## src/rtl/sdfem_pkg.sv

```systemverilog
// Shared constants, types and codes for the SPI duty frame error monitor.
package sdfem_pkg;

  // Log ring: index runs below LOG_DEPTH in steps of two.
  localparam int LOG_DEPTH = 256;
  localparam int LOG_IDX_W = $clog2(LOG_DEPTH);

  localparam int BYTE_W   = 8;
  localparam int SAMPLE_W = 10;
  localparam int BAND_W   = 10;
  localparam int DIFF_W   = 12;

  // Configuration register indexes
  localparam int CFG_IDX_W = 2;
  localparam logic [CFG_IDX_W-1:0] REG_BAND_SMALL  = 2'd0;
  localparam logic [CFG_IDX_W-1:0] REG_BAND_MEDIUM = 2'd1;
  localparam logic [CFG_IDX_W-1:0] REG_BAND_LARGE  = 2'd2;

  localparam logic [BAND_W-1:0] BAND_SMALL_RST  = 10'd10;
  localparam logic [BAND_W-1:0] BAND_MEDIUM_RST = 10'd20;
  localparam logic [BAND_W-1:0] BAND_LARGE_RST  = 10'd50;

  // Frame slots
  localparam logic [1:0] SLOT_LOW   = 2'd0;
  localparam logic [1:0] SLOT_HIGH  = 2'd1;
  localparam logic [1:0] SLOT_SPARE = 2'd2;
  localparam logic [1:0] SLOT_LAST  = 2'd3;

  // Status bytes
  localparam logic [BYTE_W-1:0] ST_IDLE      = 8'hAA;
  localparam logic [BYTE_W-1:0] ST_FINE      = 8'hEA;
  localparam logic [BYTE_W-1:0] ST_POS_MINOR = 8'hBA;
  localparam logic [BYTE_W-1:0] ST_POS_MID   = 8'hCA;
  localparam logic [BYTE_W-1:0] ST_POS_SEV   = 8'hDA;
  localparam logic [BYTE_W-1:0] ST_NEG_MINOR = 8'hBB;
  localparam logic [BYTE_W-1:0] ST_NEG_MID   = 8'hCB;
  localparam logic [BYTE_W-1:0] ST_NEG_SEV   = 8'hDB;

  typedef struct packed {
    logic [BAND_W-1:0] small_lim;
    logic [BAND_W-1:0] medium_lim;
    logic [BAND_W-1:0] large_lim;
  } bands_t;

endpackage

```

## src/rtl/sdfem_if.sv

```systemverilog
// Valid/ready channel interfaces for the SPI slot beats and the reply beats.
interface sdfem_req_if;
  logic                          valid;
  logic                          ready;
  logic [sdfem_pkg::BYTE_W-1:0]   rx_byte;
  logic [sdfem_pkg::SAMPLE_W-1:0] adc_sample;

  modport source (output valid, rx_byte, adc_sample, input ready);
  modport sink   (input valid, rx_byte, adc_sample, output ready);
endinterface

interface sdfem_rsp_if;
  logic                          valid;
  logic                          ready;
  logic [sdfem_pkg::BYTE_W-1:0]   tx_byte;
  logic                          frame_done;
  logic [sdfem_pkg::SAMPLE_W-1:0] duty_value;
  logic [sdfem_pkg::BYTE_W-1:0]   log_address;
  logic [sdfem_pkg::BYTE_W-1:0]   log_low;
  logic [sdfem_pkg::BYTE_W-1:0]   log_high;

  modport source (output valid, tx_byte, frame_done, duty_value, log_address, log_low,
                  log_high, input ready);
  modport sink   (input valid, tx_byte, frame_done, duty_value, log_address, log_low,
                  log_high, output ready);
endinterface

```

## src/rtl/sdfem_status.sv

```systemverilog
// Classifies the signed measured-minus-set difference into a status byte.
module sdfem_status (
  input  logic signed [sdfem_pkg::DIFF_W-1:0] diff,
  input  sdfem_pkg::bands_t                   bands,
  output logic        [sdfem_pkg::BYTE_W-1:0] status
);

  logic signed [sdfem_pkg::DIFF_W-1:0] s;
  logic signed [sdfem_pkg::DIFF_W-1:0] m;
  logic signed [sdfem_pkg::DIFF_W-1:0] l;

  assign s = $signed({2'b00, bands.small_lim});
  assign m = $signed({2'b00, bands.medium_lim});
  assign l = $signed({2'b00, bands.large_lim});

  // First matching rule wins; overlapping bands fall through in order.
  always_comb begin
    if ((diff > 0 && diff < s) || (diff < 0 && diff > -s)) begin
      status = sdfem_pkg::ST_FINE;
    end else if (diff >= s && diff < m) begin
      status = sdfem_pkg::ST_POS_MINOR;
    end else if (diff >= m && diff < l) begin
      status = sdfem_pkg::ST_POS_MID;
    end else if (diff >= l) begin
      status = sdfem_pkg::ST_POS_SEV;
    end else if (diff < 0 && diff >= -m) begin
      status = sdfem_pkg::ST_NEG_MINOR;
    end else if (diff < -m && diff > -l) begin
      status = sdfem_pkg::ST_NEG_MID;
    end else if (diff <= -l) begin
      status = sdfem_pkg::ST_NEG_SEV;
    end else begin
      status = sdfem_pkg::ST_IDLE;
    end
  end

endmodule

```

## src/rtl/spi_duty_frame_error_monitor.sv

```systemverilog
// Top level: SPI frame handler with duty logging and ADC error monitor.
//
//   channel  dir  beat payload
//   req      in   rx_byte, adc_sample
//   rsp      out  tx_byte, frame_done, duty_value, log_address, log_low, log_high
//   cfg      in   cfg_we, cfg_index, cfg_data (write only)
//
// A request beat is processed in the cycle it is taken and its reply lands in the
// output register at that edge, from the status compare chain on the last slot.
// req.ready stays high while the output register is empty or being drained, so beats
// flow back to back. Synchronous reset returns to slot 0, log address 0, reply bytes
// 0xAA and default bands. A stalled reply holds its register and stalls req.
module spi_duty_frame_error_monitor (
  input  logic                               clk,
  input  logic                               rst,
  sdfem_req_if.sink                          req,
  sdfem_rsp_if.source                        rsp,
  input  logic                               cfg_we,
  input  logic [sdfem_pkg::CFG_IDX_W-1:0]    cfg_index,
  input  logic [sdfem_pkg::BAND_W-1:0]       cfg_data
);

  localparam int IW = sdfem_pkg::LOG_IDX_W;
  localparam logic [IW:0] LOG_LIMIT = (IW+1)'(sdfem_pkg::LOG_DEPTH);
  localparam logic [IW:0] LOG_STEP  = (IW+1)'(2);

  sdfem_pkg::bands_t bands;

  logic [1:0]                        slot_count;
  logic [sdfem_pkg::BYTE_W-1:0]      held_low;
  logic [sdfem_pkg::BYTE_W-1:0]      held_high;
  logic [IW-1:0]                     log_index;
  logic [sdfem_pkg::BYTE_W-1:0]      reply_lo;
  logic [sdfem_pkg::BYTE_W-1:0]      reply_hi;
  logic [sdfem_pkg::BYTE_W-1:0]      reply_mag;

  logic                              take;
  logic [sdfem_pkg::SAMPLE_W-1:0]    duty;
  logic signed [sdfem_pkg::DIFF_W-1:0] diff;
  logic [sdfem_pkg::DIFF_W-1:0]      mag;
  logic [sdfem_pkg::BYTE_W-1:0]      status;
  logic [IW:0]                       idx_sum;
  logic [IW-1:0]                     log_index_next;
  logic [IW+7:0]                     idx_wide;
  logic [sdfem_pkg::BYTE_W-1:0]      tx_next;
  logic                              last_slot;

  assign take     = req.valid && req.ready;
  assign req.ready = !rsp.valid || rsp.ready;
  assign last_slot = (slot_count == sdfem_pkg::SLOT_LAST);

  // Only bits 5:4 of the low byte reach the duty.
  assign duty = {held_high, held_low[5:4]};
  assign diff = $signed({2'b00, req.adc_sample}) - $signed({2'b00, duty});
  assign mag  = (diff < 0) ? 12'(-diff) : 12'(diff);

  sdfem_status u_status (
    .diff   (diff),
    .bands  (bands),
    .status (status)
  );

  assign idx_sum        = {1'b0, log_index} + LOG_STEP;
  assign log_index_next = (idx_sum >= LOG_LIMIT) ? '0 : idx_sum[IW-1:0];
  assign idx_wide       = {8'b0, log_index};

  always_comb begin
    case (slot_count)
      sdfem_pkg::SLOT_LOW:   tx_next = reply_lo;
      sdfem_pkg::SLOT_HIGH:  tx_next = reply_hi;
      sdfem_pkg::SLOT_SPARE: tx_next = reply_mag;
      default:               tx_next = status;
    endcase
  end

  always_ff @(posedge clk) begin
    if (rst) begin
      bands.small_lim  <= sdfem_pkg::BAND_SMALL_RST;
      bands.medium_lim <= sdfem_pkg::BAND_MEDIUM_RST;
      bands.large_lim  <= sdfem_pkg::BAND_LARGE_RST;
    end else if (cfg_we) begin
      case (cfg_index)
        sdfem_pkg::REG_BAND_SMALL:  bands.small_lim  <= cfg_data;
        sdfem_pkg::REG_BAND_MEDIUM: bands.medium_lim <= cfg_data;
        sdfem_pkg::REG_BAND_LARGE:  bands.large_lim  <= cfg_data;
        default: ;
      endcase
    end
  end

  always_ff @(posedge clk) begin
    if (rst) begin
      slot_count <= sdfem_pkg::SLOT_LOW;
      held_low   <= '0;
      held_high  <= '0;
      log_index  <= '0;
      reply_lo   <= sdfem_pkg::ST_IDLE;
      reply_hi   <= sdfem_pkg::ST_IDLE;
      reply_mag  <= sdfem_pkg::ST_IDLE;
    end else if (take) begin
      slot_count <= slot_count + 2'd1;
      if (slot_count == sdfem_pkg::SLOT_LOW) begin
        held_low <= req.rx_byte;
      end
      if (slot_count == sdfem_pkg::SLOT_HIGH) begin
        held_high <= req.rx_byte;
      end
      if (last_slot) begin
        log_index <= log_index_next;
        reply_lo  <= {req.adc_sample[1:0], 6'b0};
        reply_hi  <= req.adc_sample[9:2];
        reply_mag <= mag[7:0];
      end
    end
  end

  // Output register
  always_ff @(posedge clk) begin
    if (rst) begin
      rsp.valid <= 1'b0;
    end else if (take) begin
      rsp.valid <= 1'b1;
    end else if (rsp.ready) begin
      rsp.valid <= 1'b0;
    end
  end

  always_ff @(posedge clk) begin
    if (take) begin
      rsp.tx_byte     <= tx_next;
      rsp.frame_done  <= last_slot;
      rsp.duty_value  <= last_slot ? duty : '0;
      rsp.log_address <= last_slot ? idx_wide[7:0] : '0;
      rsp.log_low     <= last_slot ? held_low : '0;
      rsp.log_high    <= last_slot ? held_high : '0;
    end
  end

endmodule

```

## src/flat_wrapper.sv

```systemverilog
// flat-port wrapper written by rule: the top's interface ports become plain ports
module spi_duty_frame_error_monitor_flat 
  (clk, rst, cfg_we, cfg_index, cfg_data, req_valid, req_rx_byte, req_adc_sample, req_ready, rsp_valid, rsp_tx_byte, rsp_frame_done, rsp_duty_value, rsp_log_address, rsp_log_low, rsp_log_high, rsp_ready);
  sdfem_req_if req_i ();
  sdfem_rsp_if rsp_i ();
  input  logic clk;
  input  logic rst;
  input  logic cfg_we;
  input  logic [sdfem_pkg::CFG_IDX_W-1:0] cfg_index;
  input  logic [sdfem_pkg::BAND_W-1:0] cfg_data;
  input wire logic [$bits(req_i.valid)-1:0] req_valid;
  input wire logic [$bits(req_i.rx_byte)-1:0] req_rx_byte;
  input wire logic [$bits(req_i.adc_sample)-1:0] req_adc_sample;
  output wire logic [$bits(req_i.ready)-1:0] req_ready;
  output wire logic [$bits(rsp_i.valid)-1:0] rsp_valid;
  output wire logic [$bits(rsp_i.tx_byte)-1:0] rsp_tx_byte;
  output wire logic [$bits(rsp_i.frame_done)-1:0] rsp_frame_done;
  output wire logic [$bits(rsp_i.duty_value)-1:0] rsp_duty_value;
  output wire logic [$bits(rsp_i.log_address)-1:0] rsp_log_address;
  output wire logic [$bits(rsp_i.log_low)-1:0] rsp_log_low;
  output wire logic [$bits(rsp_i.log_high)-1:0] rsp_log_high;
  input wire logic [$bits(rsp_i.ready)-1:0] rsp_ready;
  assign req_i.valid = req_valid;
  assign req_i.rx_byte = req_rx_byte;
  assign req_i.adc_sample = req_adc_sample;
  assign req_ready = req_i.ready;
  assign rsp_valid = rsp_i.valid;
  assign rsp_tx_byte = rsp_i.tx_byte;
  assign rsp_frame_done = rsp_i.frame_done;
  assign rsp_duty_value = rsp_i.duty_value;
  assign rsp_log_address = rsp_i.log_address;
  assign rsp_log_low = rsp_i.log_low;
  assign rsp_log_high = rsp_i.log_high;
  assign rsp_i.ready = rsp_ready;
  spi_duty_frame_error_monitor u_core (.clk(clk), .rst(rst), .req(req_i), .rsp(rsp_i), .cfg_we(cfg_we), .cfg_index(cfg_index), .cfg_data(cfg_data));
endmodule
```

## config.mk

```make
export PLATFORM = sky130hd
export DESIGN_NAME = spi_duty_frame_error_monitor_flat
export DESIGN_NICKNAME = d
export VERILOG_FILES = /design/src/rtl/sdfem_pkg.sv /design/src/rtl/sdfem_if.sv /design/src/rtl/sdfem_status.sv /design/src/rtl/spi_duty_frame_error_monitor.sv /design/src/flat_wrapper.sv
export SDC_FILE = /design/constraint.sdc
export NUM_CORES = 1
export LEC_CHECK = 0
export BUFFER_PORTS_ARGS = -buffer_cell sky130_fd_sc_hd__buf_2
export CORE_ASPECT_RATIO = 0.6
export CORE_MARGIN = 5
export CORE_UTILIZATION = 59
export CTS_CLUSTER_DIAMETER = 40
export DETAILED_ROUTE_END_ITERATION = 12
export GPL_TIMING_DRIVEN = 1
export PLACE_DENSITY = 0.81
export SYNTH_ARGS = -nofsm -noshare
export SYNTH_HDL_FRONTEND = slang
export SYNTH_SLANG_ARGS = --single-unit
```

## constraint.sdc

```tcl
create_clock -name clk -period 6.3 [get_ports clk]
set_clock_uncertainty 0.15 [all_clocks]
set_input_delay 1.26 -clock clk [delete_from_list [all_inputs] [get_ports clk]]
set_output_delay 1.26 -clock clk [all_outputs]
set_load 0.03 [all_outputs]
```

==> summary.md, run 1 <==
| Metric | Value |
|---|---|
| Rows | `30` |
| Cell area after layout | `between 7000 and 8000 um2` |
| Min Clock Period, post-route | `between 5 and 6 ns` |
| Post-synthesis sequential area ratio | `a little over a third` |
| Hold-fix buffers at CTS | `0` |
| First-pass iteration count of the detailed router | `10` |
| Slew @ Worst Pin | `around 1.1 ns` |
| XOR/XNOR Fraction of Synth Area | `under 10%` |
| Detail Route Antenna Nets | `0` |
| Simple-gate share of the synthesized area | `20.6%` |
| Synth area leader | `dfxtp_1` |
| RSZ-0062 raised after global routing | `no` |
| Net Count, Synth | `just over 900` |
| # port buffers | `78` |
| Reg clk slew, reported paths | `0.08 ns` |
| Final Cycle Share | `~83%` |
| Area of the die | `13900 um2` |
| Crit start category | `primary input` |
| DRC | `0` |
| LEAKAGE | `between 3 and 4 nW` |
| Final Max Slew Viols | `0` |
| Yosys top cell area share | `between 20 and 25%` |
| Core area | `between 10000 and 15000 um2` |
| Yosys reg bits | `about 110` |
| Wire per inst | `approximately 18 um` |
| Cell variety after synth | `70` |
| Normalized max-slew margin | `28.5%` |
| Crit. End Element | `flop` |
| Compound-Gate Fraction of Synth Area | `between 15 and 20%` |
| Final Setup Violations | `0` |
| H-tree Lvls | `3` |
| Area growth syn-to-layout | `10.9%` |
| Proportion of synthesized area in mux cells | `under 10%` |
| Starting Density | `approximately 60%` |
| Routability cong. | `0.958` |
| Top post-synthesis cells by area | `dfxtp_1, ha_1, edfxtp_1` |
| Post-synth EDFFs | `32` |
| Grt ovf | `0` |
| Most used cell, CP | `ha_1` |
| Mean Syn Cell Area | `roughly 8.5 um2` |
| Final hold viol count | `0` |
| Synth Area in Adders | `14.8%` |
| Largest family of logic cells by synthesized area | `simple AND/OR/NAND/NOR gates` |
| Initial DRC Count | `~750` |
| Vias post-DR | `6206` |
| CTS tree | `done` |
| Sum Neg Setup Slack | `0 ns` |
| Hold WS | `0.301 ns` |
| Synth Cell Area | `between 6000 and 7000 um2` |
| Gate Count Post-Synth | `800` |
| Post-layout power | `between 0.0015 and 0.002 W` |
| Vias in the first global route | `slightly below 6k` |
| Postcts setup bufs | `0` |
| ANT cells | `0` |
| Initial antenna violation count | `0` |
| CP Cell Sequence | `buf_2, inv_1, ha_1, fa_1, nor2b_1, o31a_1, o22ai_1, o21ai_2, clkinv_1, buf_4, ha_1, nand3_1, or3_1, mux2i_1, o21ai_0, o221ai_1, o211ai_1, and2_1, a22oi_1` |
| Layout net count | `973` |
| CTS max path bufs | `2` |
| Status | `completed` |
| HP Class | `reg -> reg` |
| Synth warn | `0` |
| Post-route insts no fill | `slightly above 1k` |
| Post-CTS Resized | `0` |
| CP max FO | `15` |
| CTS Buf Count | `9` |
| Maximum VDD drop | `0.127 mV` |
| Dpl cell area | `~7300 um2` |
| First-pass GRT wire length | `between 20000 and 30000 um` |
| Clock root cell | `clkbuf_16` |
| CP peak stage delay | `0.53 ns` |
| Die height | `93.4 um` |
| Main synth FF type | `dfxtp_1` |
| Ports | `80` |
| Power Density | `243 nW/um2` |
| GRT Total Usage | `a little over a quarter` |
| Most instantiated library cell after synthesis | `nand2_1` |
| CP Class | `in -> reg` |
| Chip Width | `~150 um` |
| Max-cap violation count | `0` |
| WP data arrival | `5.31 ns` |
| DRT Wirelength | `around 19000 um` |
| Ys async rst share | `0%` |
| Inst Count DP | `roughly 1k` |
| Share of cells above drive strength 1 | `a little over an eighth` |
| Vias per cell | `between 6 and 7` |
| Largest net degree at the start of global routing | `56` |
| Commonest cells post-synth | `nand2_1, ha_1, dfxtp_1, nor2_1, a21oi_1` |
| Half-perimeter wire length after placement | `14200 um` |
| Fmax | `about 0.19 GHz` |
| Clk sinks | `107` |
| CP max stage cell | `o21ai_2` |
| Worst-Skew Late Latency | `about 0.36 ns` |
| CP required | `6.35 ns` |
metrics by stage:
stage               util (%)  worst slack (ns)
finish                  67.1              1.05
global route            67.1             0.822
CTS                     67.1              1.16
detailed placement      64.5             0.855
global placement        64.5              1.01
floorplan                  -              1.51
final timing paths:
kind	start	endpoint	slack, ns	depth (start not counted)
hold reg to reg	u_core.held_low[1]	u_core.held_low[1]	0.30	2
setup reg to reg	u_core.held_low[4]	u_core.rsp.tx_byte[6]	1.76	17
hold / removal	u_core.held_low[1]	u_core.held_low[1]	0.30	2
setup / recovery	req_adc_sample[0]	u_core.rsp.tx_byte[6]	1.05	19
power breakdown:
group / internal (W) / switching (W)
Combinational: 0.000189 / 0.000337
Clock: 0.000279 / 0.000283
Sequential: 0.000737 / 0.0000174
layout by cell type (no fill, tap or decap), types with 8 or more instances in the layout:
cell and instances:
a21oi_1 68, mux2i_1 9, nor2b_1 8, nor3_1 14
nor2_1 75, dfxtp_1 75, and3_1 8, o21ai_0 15
o211ai_1 16, nand3_1 37, nand4_1 15, edfxtp_1 32
inv_1 60, buf_2 78, nand2_1 101, xnor2_1 24
ha_1 79, and2_1 15, xor2_1 11, clkbuf_16 9
final cells by class:
class	instances	area (um2)
multi-input cells	593	3950
fillers	936	3720
clock inverters	7	67.6
repair buffers	85	443
inverters	62	233
clock buffers	9	225
well taps	160	200
flip-flops and latches	107	2460
sequential cells by signal, summed over array words and instances (netlist names), 2 cells and up:
register                cells
u_core.rsp.log_high         8
u_core.rsp.log_address      7
u_core.log_index            7
u_core.reply_mag            8
u_core.bands               30
u_core.reply_hi             8
u_core.rsp.tx_byte          8
u_core.slot_count           2
u_core.held_low             8
u_core.rsp.log_low          8
u_core.reply_lo             3
u_core.held_high            8
critical path: cells and delay by family:
kind	cells	cell delay, ns
buf+inv	4	0.50
simple gates	4	0.90
mux	1	0.12
fa+ha+maj	3	1.03
compound gates	7	1.50
layer usage:
metal | vias to the layer above | wire [um] | global-route usage (%)
met4 | 0 | 254 | 4.19
met2 | 349 | 7900 | 40.4
met5 | - | 0 | 0
met1 | 2895 | 8560 | 40.0
li1 | 2930 | - | -
met3 | 32 | 2110 | 7.17
logic make-up after synthesis:
group,count (synthesis)
buffers and inverters,100
DFF,107
xor gates and xnor gates,36
other,1
adders and majority gates,80
muxes,9
and+or+nand+nor,297
AOI/OAI and AO/OA,170
No activity file was read; power rests on OpenSTA's default activity.
==> run 2: changes to the inputs <==
Clock period 6.3 ns to 5.2 ns, I/O delays scaled along.
==> run 2 against run 1 <==
Final area up 0.79%; clock-buffer cell count grew 1; routed wire length rose by 2.1%; sequential power grew 21%.
==> summary.md, run 2 (synthesis results as in run 1) <==
| Metric | Value |
|---|---|
| Status | `completed` |
| Most frequent cells in the layout | `nand2_1, ha_1, buf_2` |
| Core area | `about 11000 um2` |
| Cell area after layout | `7640 um2` |
| Area of the die | `between 10000 and 15000 um2` |
| Die height | `93.4 um` |
| Maximum VDD drop | `0.214 mV` |
| HP Class | `reg -> reg` |
| Final Max Slew Viols | `0` |
| CP required | `slightly above 5 ns` |
| Ports | `80` |
| FF/Latch Area | `2460 um2` |
| Clk sinks | `between 100 and 150` |
| Slew @ Worst Pin | `~1.1 ns` |
| CTS tree | `done` |
| First-pass iteration count of the detailed router | `9` |
| Max FFs per register | `30` |
| CP Class | `in -> reg` |
| DRC | `0` |
| Share of cells above drive strength 1 | `14.1%` |
| Half-perimeter wire length after placement | `roughly 15000 um` |
| Multi-input gate area | `3950 um2` |
| Worst-Skew Late Latency | `roughly 0.35 ns` |
| H-tree Lvls | `3` |
| DRT Wirelength | `19200 um` |
| Final Setup Violations | `0` |
| Largest net degree at the start of global routing | `55` |
| First-pass GRT wire length | `29900 um` |
| Clock root cell | `clkbuf_16` |
| Fmax | `roughly 0.2 GHz` |
| Vias in the first global route | `between 5k and 6k` |
| Vias per cell | `slightly above 6` |
| Detail Route Antenna Nets | `0` |
| Normalized max-slew margin | `a little under a quarter` |
| Hold-fix buffers at CTS | `0` |
| LEAKAGE | `roughly 3.3 nW` |
| Starting Density | `roughly three fifths` |
| Final Cycle Share | `between 90% and 100%` |
| GRT Total Usage | `a little over a quarter` |
| Final hold viol count | `0` |
| Min Clock Period, post-route | `~4.9 ns` |
| Fillcell total | `around 900` |
| Vias post-DR | `6225` |
| Reg clk slew, reported paths | `0.07 ns` |
| RSZ-0062 raised after global routing | `no` |
| Final setup margin | `0.318 ns` |
| Grt ovf | `0` |
| Post-CTS Resized | `0` |
| Initial DRC Count | `between 600 and 700` |
| # port buffers | `78` |
| Sum Neg Setup Slack | `0 ns` |
| CTS max path bufs | `2` |
| Crit start category | `primary input` |
| Most common cell after layout, fill and taps aside | `nand2_1` |
| Crit. End Element | `flop` |
| ANT cells | `0` |
| Final Util | `around two thirds` |
| Chip Width | `149 um` |
| WP data arrival | `4.81 ns` |
| Area growth syn-to-layout | `11.8%` |
| Layout net count | `a little under 1k` |
| Dpl cell area | `about 7300 um2` |
| Initial antenna violation count | `0` |
| Postcts setup bufs | `0` |
| Power Density | `~300 nW/um2` |
| Post-layout power | `between 0.002 and 0.0025 W` |
| Routability cong. | `between 0.9 and 1` |
| DP Worst Slack | `about 0.14 ns` |
| CTS Buf Count | `9` |
| Max-cap violation count | `0` |
| CP max FO | `9` |
| Rows | `30` |
| Wire per inst | `18.7 um` |
| Top reg by flops | `u_core.bands` |
run 2: cell types whose count changed in the layout (fill, tap and decap cells not counted), sizes merged:
cell	change
buf	+5
bufinv	+1
clkbuf	+1
clkinv	-3
inv	+1
run 2: path summary, 6_finish.rpt:
| check | startpoint | slack (ns) | cells after the start | endpoint |
|---|---|---|---|---|
| setup / recovery | req_adc_sample[0] | 0.32 | 17 | u_core.rsp.tx_byte[6] |
| hold / removal | u_core.held_low[0] | 0.31 | 2 | u_core.held_low[0] |
| setup reg to reg | u_core.held_low[5] | 0.64 | 16 | u_core.rsp.tx_byte[0] |
| hold reg to reg | u_core.held_low[0] | 0.31 | 2 | u_core.held_low[0] |
run 2: area by class of cell:
class                      count  area share, %
multi-input combinational    593           51.7
sequential                   107           32.2
clock buffer                  10           3.13
timing repair buffer          90           6.29
inverter                      62           3.05
tap                          160           2.62
clock inverter                 6          0.999
run 2: metrics by stage:
| step | hold WS [ns] | std cells |
|---|---|---|
| floorplan | 0.273 | 800 |
| global route | 0.322 | 1028 |
| finish | 0.310 | 1028 |
| global placement | 0.288 | 1012 |
| detailed placement | 0.297 | 1012 |
| CTS | 0.308 | 1028 |
run 2: power breakdown:
part           internal, W  switching [W]
sequential        0.000893      0.0000214
combinational     0.000237       0.000416
clock             0.000398       0.000334
run 2: metal layers:
layer	global-route usage, %	up-vias	part of all wire (%)
met4	6.32	0	1.6
met3	5.71	38	10
met1	39.9	2937	45
li1	-	2947	-
met2	41.5	303	43
met5	0	-	0
run 2: worst max-delay path: stages:
cell,delay [ns]
buf_2,0.08
inv_1,0.04
ha_1,0.24
fa_1,0.43
nor2b_1,0.18
o21ai_0,0.10
a21oi_1,0.88
ha_1,0.41
nand3_1,0.10
o21bai_1,0.13
a31oi_1,0.11
o211ai_1,0.29
o311a_1,0.27
a221oi_1,0.08
a31oi_1,0.20
and2_1,0.15
a22oi_1,0.08
